File: config.mk
export PLATFORM = sky130hd
export DESIGN_NAME = nspc_round
export DESIGN_NICKNAME = d
export VERILOG_FILES = /design/src/sv/nspc_pkg.sv /design/src/sv/nspc_round.sv
export SDC_FILE = /design/constraint.sdc
export NUM_CORES = 1
export LEC_CHECK = 0
export BUFFER_PORTS_ARGS = -buffer_cell sky130_fd_sc_hd__buf_2
export CAP_MARGIN = 15
export CELL_PAD_IN_SITES_DETAIL_PLACEMENT = 0
export CELL_PAD_IN_SITES_GLOBAL_PLACEMENT = 1
export CORE_MARGIN = 8
export CORE_UTILIZATION = 42
export DETAILED_ROUTE_END_ITERATION = 7
export GPL_TIMING_DRIVEN = 0
export PLACE_DENSITY_LB_ADDON = 0.1
export REMOVE_ABC_BUFFERS = 1
export SYNTH_ARGS = -nofsm -noshare
export SYNTH_HDL_FRONTEND = slang
export SYNTH_SLANG_ARGS = --single-unit
export TNS_END_PERCENT = 50
File: constraint.sdc
create_clock -name vclk -period 2.1
set_input_delay 0.105 -clock vclk [all_inputs]
set_output_delay 0.105 -clock vclk [all_outputs]
set_load 0.01 [all_outputs]
File: src/sv/nspc_pkg.sv
// shared types, tables and round functions for the nibble s-box permutation cipher
// no dependencies; imported by nspc_round and the top level
`timescale 1ns / 1ps

package nspc_pkg;

   typedef logic [63:0] block_type;

   localparam int unsigned ROUNDS = 16;
   localparam logic [31:0] KEY_LOW_HALF = 32'h0020_382A;
   localparam int unsigned KEY_ROT_ENC = 12;

   localparam logic [3:0] SBOX_ONE [16] = '{
      4'd12, 4'd10, 4'd8, 4'd4, 4'd3, 4'd15, 4'd0, 4'd2,
      4'd14, 4'd1, 4'd5, 4'd13, 4'd6, 4'd9, 4'd7, 4'd11};

   localparam logic [3:0] SBOX_TWO [16] = '{
      4'd6, 4'd9, 4'd7, 4'd4, 4'd3, 4'd10, 4'd12, 4'd14,
      4'd2, 4'd13, 4'd1, 4'd15, 4'd0, 4'd11, 4'd8, 4'd5};

   localparam logic [5:0] PERM_ENC [64] = '{
      6'd29, 6'd27, 6'd34, 6'd9,  6'd16, 6'd62, 6'd55, 6'd2,
      6'd40, 6'd49, 6'd38, 6'd25, 6'd33, 6'd61, 6'd30, 6'd23,
      6'd1,  6'd41, 6'd21, 6'd57, 6'd42, 6'd15, 6'd5,  6'd58,
      6'd19, 6'd53, 6'd22, 6'd17, 6'd48, 6'd28, 6'd24, 6'd39,
      6'd3,  6'd60, 6'd36, 6'd14, 6'd11, 6'd52, 6'd54, 6'd12,
      6'd31, 6'd51, 6'd10, 6'd26, 6'd0,  6'd45, 6'd37, 6'd43,
      6'd44, 6'd6,  6'd59, 6'd4,  6'd7,  6'd35, 6'd56, 6'd50,
      6'd13, 6'd18, 6'd32, 6'd47, 6'd46, 6'd63, 6'd20, 6'd8};

   localparam logic [5:0] PERM_DEC [64] = '{
      6'd44, 6'd16, 6'd7,  6'd32, 6'd51, 6'd22, 6'd49, 6'd52,
      6'd63, 6'd3,  6'd42, 6'd36, 6'd39, 6'd56, 6'd35, 6'd21,
      6'd4,  6'd27, 6'd57, 6'd24, 6'd62, 6'd18, 6'd26, 6'd15,
      6'd30, 6'd11, 6'd43, 6'd1,  6'd29, 6'd0,  6'd14, 6'd40,
      6'd58, 6'd12, 6'd2,  6'd53, 6'd34, 6'd46, 6'd10, 6'd31,
      6'd8,  6'd17, 6'd20, 6'd47, 6'd48, 6'd45, 6'd60, 6'd59,
      6'd28, 6'd9,  6'd55, 6'd41, 6'd37, 6'd25, 6'd38, 6'd6,
      6'd54, 6'd19, 6'd23, 6'd50, 6'd33, 6'd13, 6'd5,  6'd61};

   // nibble 0 sits in the top four bits; table picked by one bit of the key nibble
   function automatic block_type substitute(block_type data, block_type key,
                                             logic use_bit0);
      block_type res;
      logic [3:0] kn;
      logic [3:0] dn;
      logic       pick_two;
      res = '0;
      for (int n = 0; n < 16; n++) begin
         kn = key[60 - 4*n +: 4];
         dn = data[60 - 4*n +: 4];
         pick_two = use_bit0 ? kn[0] : kn[3];
         res[60 - 4*n +: 4] = pick_two ? SBOX_TWO[dn] : SBOX_ONE[dn];
      end
      return res;
   endfunction

   // input bit i lands on output bit table[i]
   function automatic block_type permute_enc(block_type data);
      block_type res;
      res = '0;
      for (int i = 0; i < 64; i++) begin
         res[PERM_ENC[i]] = data[i];
      end
      return res;
   endfunction

   function automatic block_type permute_dec(block_type data);
      block_type res;
      res = '0;
      for (int i = 0; i < 64; i++) begin
         res[PERM_DEC[i]] = data[i];
      end
      return res;
   endfunction

endpackage

File: src/sv/nspc_round.sv
// one cipher round: substitute and permute, in the order the direction needs
// depends on nspc_pkg for the tables and round functions
`timescale 1ns / 1ps

module nspc_round (
   input  logic                 decrypt,
   input  nspc_pkg::block_type  data_in,
   input  nspc_pkg::block_type  key_in,
   output nspc_pkg::block_type  data_out,
   output nspc_pkg::block_type  key_out
);
   import nspc_pkg::*;

   block_type enc_data;
   block_type dec_data;

   always_comb begin
      enc_data = permute_enc(substitute(data_in, key_in, 1'b0));
      dec_data = substitute(permute_dec(data_in), key_in, 1'b1);
   end

   assign data_out = decrypt ? dec_data : enc_data;
   // key steps left while encrypting, right while decrypting
   assign key_out  = decrypt ? {key_in[0], key_in[63:1]} : {key_in[62:0], key_in[63]};

endmodule

-- After elaboration in Yosys (flattened, before gate mapping)
Memory sizes are Yosys's and may differ from the RTL's.
Index checks and enable logic that the tools add are counted.
- memories kept: 64
- logic and storage cells: 290
- bits of input ports: 129
- ROM bits: 4096
- bits in registers: 0
- output and inout bits: 128
- bitwise logic cells: 32
- mux-type cells: 162
- $lt $le $gt $ge: 32
- memories (name ; words ; width ; rd ports ; clocked after memory_dff ; wr ports ; line ; source):
    (name not given) ; 16 ; 4 ; 1 ; 0 ; 0 ; nspc_pkg.sv:53 ; res[60 - 4*n +: 4] = pick_two ? SBOX_TWO[dn] : SBOX_ONE[dn];
    (name not given) ; 16 ; 4 ; 1 ; 0 ; 0 ; nspc_pkg.sv:53 ;
    (name not given) ; 16 ; 4 ; 1 ; 0 ; 0 ; nspc_pkg.sv:53 ;
    (name not given) ; 16 ; 4 ; 1 ; 0 ; 0 ; nspc_pkg.sv:53 ;
    (name not given) ; 16 ; 4 ; 1 ; 0 ; 0 ; nspc_pkg.sv:53 ;
    (name not given) ; 16 ; 4 ; 1 ; 0 ; 0 ; nspc_pkg.sv:53 ;
    58 more memories ; -- ; -- ; -- ; -- ; -- ; -- ;
- operators by type and width (operator ; number):
    $mux W4 ; 160
    $ge A5 B5 Y1 const B ; 32
    $not A4 Y5 ; 32
    $mux W64 ; 2

-- Longest topological paths before layout
Gate-level depths: netlist (run 1).
- word-level depth: 6
- depth in mapped cells: 9
- depth with buffers taken out: 7

-- Worst setup path after synthesis (run 1)
No wires, ideal clock.
- path type: input-to-output
- start: input data_in[13]
- end: output data_out[57]
- required time: 1.995 ns
- buffers on the path: 1
- setup slack: 0.270 ns
- stages: 8
- arrival: 1.725 ns
- path through: clkbuf_1 inv_1 ha_1 nand2_1 o31a_1 o22ai_1 a2111oi_0 a31o_1
- word-level cells in the longest chain between the ends: 6
- elaborated cells on any way between the ends: 9
- classes of those cells: mux: 6; bitwise: 1; memory: 2
- ends and longest elaborated chain (item ; line ; source):
    start: declaration ; nspc_round.sv:7 ; input nspc_pkg::block_type data_in,
    $not A4 Y5 (not written as such) * ; nspc_pkg.sv:53 ;
    $mem_v2 Z16 W4 ; -- ;
    $mux W4 (not written as such) (2 in a row) ; nspc_pkg.sv:53 ;
    $mux W4 * ; nspc_pkg.sv:53 ;
    $mux W64 * ; nspc_round.sv:22 ; assign data_out = decrypt ? dec_data : enc_data;
    end: declaration ; nspc_round.sv:9 ; output nspc_pkg::block_type data_out,
Every way passes the cells marked *; elsewhere a longest branch is shown, timed or not. The select of a mux whose other input is x is not followed.

-- Final worst setup path (run 1)
- start: input data_in[52]
- end: output data_out[36]
Same word-level chain as after synthesis.

==> results of run 1 <==
[layout make-up]
class	instances	area [um^2]
multi-input cells	1328	10800
inverters	105	492
fillers	2805	14000
repair buffers	310	1950
well taps	378	473
[cells by family after synthesis]
group	count (synthesis)
buffers and inverters	260
multiplexers	172
XOR/XNOR	12
AND/OR/NAND/NOR	394
adder cells (fa/ha/maj)	224
AO/OA/AOI/OAI	526
[cell usage after synthesis, types with 5 or more instances]
cell type,n,area (um^2)
xor2_1,6,52.6
o311ai_1,7,61.3
nor2b_1,11,68.8
buf_2,80,400
o21ai_0,132,661
o22ai_1,13,81.3
a21oi_1,114,571
inv_2,29,109
nor2_1,124,465
a31oi_1,18,113
nand3b_1,7,52.6
nor3b_1,20,150
buf_4,11,82.6
buf_6,5,56.3
a311oi_1,14,123
nor3_1,22,110
o311ai_0,8,70.1
o21ai_1,35,175
inv_1,74,278
mux2_2,63,709
ha_1,224,2800
a211oi_1,29,218
mux2i_1,44,440
clkbuf_1,55,206
o31a_1,5,43.8
a221o_1,5,50.1
nand3_1,24,120
xnor2_1,6,52.6
a311o_1,5,50.1
nand2_1,140,526
nand2b_1,28,175
o211ai_1,37,278
and3_1,5,31.3
mux4_2,62,1400
a211o_1,9,78.8
a2111oi_0,9,78.8
a221oi_1,5,43.8
o221ai_1,18,158
a21o_1,8,60.1
o31ai_1,16,120
[timing repair]
| item | 4_1_cts | 5_1_grt |
|---|---|---|
| endpoints found under the setup margin | 47 | 54 |
| resized for setup | 64 | 77 |
| pin swaps | 0 | 4 |
| buffers inserted | 23 | 29 |
[worst paths after layout]
kind / start / to / cells past startpoint
worst max-delay path: data_in[52] / data_out[36] / 7
worst min-delay path: key_in[25] / key_out[24] / 4
[stage by stage]
stage	hold slack [ns]	worst slack (ns)	setup TNS (ns)	total power, mW	area, um^2
global placement	0.506	-4.14	-219.78	2.94	12800
finish	0.511	-0.0113	-0.0113	3.17	13800
detailed placement	0.508	-1.28	-20.60	2.96	12800
floorplan	0.270	0.535	0	1.66	11000
global route	0.534	-0.118	-0.270	3.49	13800
CTS	0.510	-0.0733	-0.312	3.06	13200
[critical path: stages]
cell and delay, ns:
buf_2 0.28, inv_1 0.23, ha_1 0.39, mux4_2 0.48
a21oi_2 0.26, a21oi_1 0.10, buf_2 0.16
[metal layers]
metal / part of all wire / wire length [um]
met1: 0.46 / 19100
met2: 0.46 / 19400
met3: 0.069 / 2870
met4: 0.0092 / 386
met5: 0.00026 / 11
[power groups by stage]
stage	Combinational [mW]	Sequential [mW]	Clock, mW
6_report	3.17	0	0
5_1_grt	3.49	0	0
4_1_cts	3.06	0	0
3_5_place_dp	2.96	0	0
3_3_place_gp	2.94	0	0
2_1_floorplan	1.66	0	0
==> results.sh, run 1 <==
export IMPL_ys_seq_area_frac=0
export IMPL_nets=2098
export IMPL_relSlewSlack=0.459
export IMPL_worstHoldPathType="in -> out"
export IMPL_grtUsageMet2=0.379
export IMPL_io_pins=257
export IMPL_p_comb_frac=1.000
export IMPL_synth_warnings=0
export IMPL_overflow=0
export IMPL_powerDensity_mw_per_mm2=231
export IMPL_drive_gt1_frac=0.294
export IMPL_synth_top_family_by_area="compound AO/OA/AOI/OAI gates"
export IMPL_syn_inst=1588
export IMPL_gp_congestion=0.841
export IMPL_timing_max_cap_violations=0
export IMPL_synth_compound_area_frac=0.286
export IMPL_clockPowerShare=0
export IMPL_synthesis_area_mm2=0.0118
export IMPL_die_w_um=184
export IMPL_grt_pass1_vias=11200
export IMPL_ir_drop_v=0.000122
export IMPL_start_kind="input port"
export IMPL_syn_avg_cell_area_um2=7.44
export IMPL_path_class="in -> out"
export IMPL_register_area_um2=0
export IMPL_grt_max_degree=96
export IMPL_max_freq_mhz=474
export IMPL_final_cell_mix="218 x ha_1, 211 x buf_2, 140 x nand2_1"
export IMPL_wl_um=41800
export IMPL_viasPerCell=5.87
export IMPL_final_util=0.496
export IMPL_grtUsageTotal=0.233
export IMPL_seq_cell_count=0
export IMPL_tightest_slew_ns=0.801
export IMPL_timing_final_crit_share=1.01
export IMPL_initial_utilization=0.426
export IMPL_drc=0
export IMPL_row_count=61
export IMPL_io_buffers=257
export IMPL_power_switching_mw=1.83
export IMPL_hpwl_um=31700
export IMPL_drtPass1Iterations=8
export IMPL_cp_arrival_ns=2.01
export IMPL_synthMuxAreaShare=0.219
export IMPL_area_growth_pct=16.5
export IMPL_diodes=0
export IMPL_status="complete, but fails checks"
export IMPL_grt_busiest_layer="met2"
export IMPL_synthSimpleGateAreaFrac=0.152
export IMPL_path_max_fanout=17
export IMPL_avgRoutedWirePerCell_um=19.7
export IMPL_core_area_mm2=0.0277
export IMPL_failed_checks="setup timing"
export IMPL_use_met3=0.0239
export IMPL_power_leakage_nw=5.99
export IMPL_hold_buffers=0
export IMPL_die_area_mm2=0.0337
export IMPL_cp_end_kind="output port"
export IMPL_worst_slack_ns=-0.0113
export IMPL_grt_use_met1=0.336
export IMPL_finalSetupViolCount=1
export IMPL_p_sw_frac=0.578
export IMPL_power_internal_mw=1.34
export IMPL_grt_pass1_wl_um=64100
export IMPL_n_clock_buffer=0
export IMPL_place_inst=2069
export IMPL_required_ns=2.00
export IMPL_die_h_um=184
export IMPL_vias=12400
export IMPL_ant_nets=0
export IMPL_fin_crit_ns=2.11
export IMPL_layout_commonest_cell="ha_1"
export IMPL_synth_cell_types=70
export IMPL_synth_fa_ha_area_frac=0.237
export IMPL_pwr_share_seq=0
export IMPL_drv_slew=0
export IMPL_hold_viol_final=0
export IMPL_antenna_found_initial=1
export IMPL_drt_iter0_drc=979
export IMPL_final_cells=2121
export IMPL_synthXorXnorAreaFrac=0.00890
export IMPL_rsz0062_at_grt="yes"
No activity file was read; power rests on OpenSTA's default activity.
==> run 2, diff against run 1 <==
--- a/config.mk
+++ b/config.mk
@@ -12,9 +12,11 @@
 export CORE_MARGIN = 8
 export CORE_UTILIZATION = 42
 export DETAILED_ROUTE_END_ITERATION = 7
+export GPL_ROUTABILITY_DRIVEN = 0
 export GPL_TIMING_DRIVEN = 0
 export PLACE_DENSITY_LB_ADDON = 0.1
 export REMOVE_ABC_BUFFERS = 1
+export SETUP_SLACK_MARGIN = 0.3
 export SYNTH_ARGS = -nofsm -noshare
 export SYNTH_HDL_FRONTEND = slang
 export SYNTH_SLANG_ARGS = --single-unit
==> results.sh, run 2 (synthesis results as in run 1) <==
export IMPL_status="finished, final reports clean"
export IMPL_diodes=0
export IMPL_drt_iter0_drc=1000
export IMPL_worstHoldPathType="in -> out"
export IMPL_layout_commonest_cell="buf_2"
export IMPL_power_switching_mw=2.05
export IMPL_path_max_fanout=4
export IMPL_area_growth_pct=36.8
export IMPL_avgRoutedWirePerCell_um=20.6
export IMPL_hpwl_um=31700
export IMPL_final_cell_mix="201 x buf_2, 159 x ha_1, 135 x nand2_1"
export IMPL_seq_cell_count=0
export IMPL_initial_utilization=0.426
export IMPL_grt_max_degree=88
export IMPL_finalPower_mw=3.78
export IMPL_die_area_mm2=0.0337
export IMPL_start_kind="input port"
export IMPL_worst_slack_ns=0.202
export IMPL_wl_um=45700
export IMPL_timing_final_crit_share=0.904
export IMPL_cp_slowest_cell="o21ai_0"
export IMPL_grt_pass1_vias=11800
export IMPL_slowest_delay_ns=0.35
export IMPL_fin_crit_ns=1.90
export IMPL_n_clock_buffer=0
export IMPL_cp_arrival_ns=1.79
export IMPL_hold_viol_final=0
export IMPL_rsz0062_at_grt="yes"
export IMPL_pwr_share_seq=0
export IMPL_finalSetupViolCount=0
export IMPL_p_sw_frac=0.542
export IMPL_clockPowerShare=0
export IMPL_ir_drop_v=0.000148
export IMPL_cp_end_kind="output port"
export IMPL_p_comb_frac=1.000
export IMPL_path_class="in -> out"
export IMPL_drtPass1Iterations=5
export IMPL_crit_chain="buf_16 -> clkinvlp_4 -> buf_12 -> ha_4 -> buf_4 -> nor3b_1 -> o21ai_0 -> nand2_1 -> o21ai_0 -> buf_2"
export IMPL_relSlewSlack=0.477
export IMPL_die_h_um=184
export IMPL_nets=2193
export IMPL_io_buffers=257
export IMPL_drive_gt1_frac=0.399
export IMPL_fillers=2563
export IMPL_viasPerCell=5.89
export IMPL_power_internal_mw=1.73
export IMPL_cpMostUsedCell="o21ai_0"
export IMPL_drc=0
export IMPL_vias=13100
export IMPL_core_area_mm2=0.0277
export IMPL_power_leakage_nw=6.76
export IMPL_crit_start="data_in[61]"
export IMPL_io_pins=257
export IMPL_grtUsageTotal=0.249
export IMPL_powerDensity_mw_per_mm2=234
export IMPL_overflow=0
export IMPL_drv_slew=0
export IMPL_register_area_um2=0
export IMPL_timing_max_cap_violations=0
export IMPL_die_w_um=184
export IMPL_required_ns=2.00
export IMPL_worstHoldStart="key_in[25]"
export IMPL_tightest_slew_ns=0.774
export IMPL_pre_cts_ws_ns=-1.28
export IMPL_antenna_found_initial=2
export IMPL_row_count=61
export IMPL_ant_nets=0
export IMPL_path_delay_family="buffers and inverters"
export IMPL_grt_pass1_wl_um=68100
export IMPL_max_freq_mhz=527
export IMPL_path_buf_inv=5
export IMPL_fin_hold_ws_ns=0.510
-- run 2: cell count changes in the layout (fill, tap and decap cells not counted), sizes merged --
cell / previous run / this run
buf: 295 / 397
clkbuf: 15 / 5
clkinvlp: 18 / 22
inv: 85 / 81
bufbuf: 0 / 3
-- run 2: timing repair --
item | 4_1_cts | 5_1_grt
buffers inserted | 80 | 64
gates resized for setup | 282 | 203
setup endpoints to repair | 65 | 60
cloned | 3 | 0
hold endpoints to repair | 0 | 0
hold buffers | 0 | 0
pin swaps | 26 | 49
-- run 2: through the flow --
| step | setup TNS (ns) | utilization | area (um^2) | instances |
|---|---|---|---|---|
| 4_1_cts | 0 | 0.533 | 14800 | 2152 |
| 5_1_grt | 0 | 0.583 | 16200 | 2216 |
| 3_3_place_gp | -219.78 | 0.462 | 12800 | 2068 |
| 2_1_floorplan | 0 | - | 11000 | 1433 |
| 3_5_place_dp | -20.60 | 0.464 | 12800 | 2069 |
| 6_report | 0 | 0.583 | 16200 | 2216 |
-- run 2: metal layers --
layer | wire length [um] | track usage
met2 | 21500 | 0.405
met1 | 19800 | 0.349
met5 | 24 | 0
met3 | 3530 | 0.0320
met4 | 794 | 0.0420
-- run 2: worst paths after layout --
kind / slack [ns] / depth (start not counted) / to
worst min-delay path: 0.51 / 4 / key_out[24]
worst max-delay path: 0.20 / 10 / data_out[8]
-- run 2: area by class of cell --
cell class	count	area (um^2)	area share
multi-input combinational	1328	11800	0.728
inverter	105	594	0.0368
tap	378	473	0.0293
timing repair buffer	405	3330	0.206
-- run 2: power by group through the flow --
| stage | registers [mW] | logic (mW) | clock network (mW) |
|---|---|---|---|
| CTS | 0 | 3.43 | 0 |
| floorplan | 0 | 1.66 | 0 |
| global route | 0 | 4.09 | 0 |
| global placement | 0 | 2.94 | 0 |
| finish | 0 | 3.78 | 0 |
| detailed placement | 0 | 2.96 | 0 |
-- run 2: tightest hold or removal path, cell delays in order --
cell and delay [ns]:
buf_2 0.09, nand2_1 0.05, nand2_1 0.04, buf_2 0.12
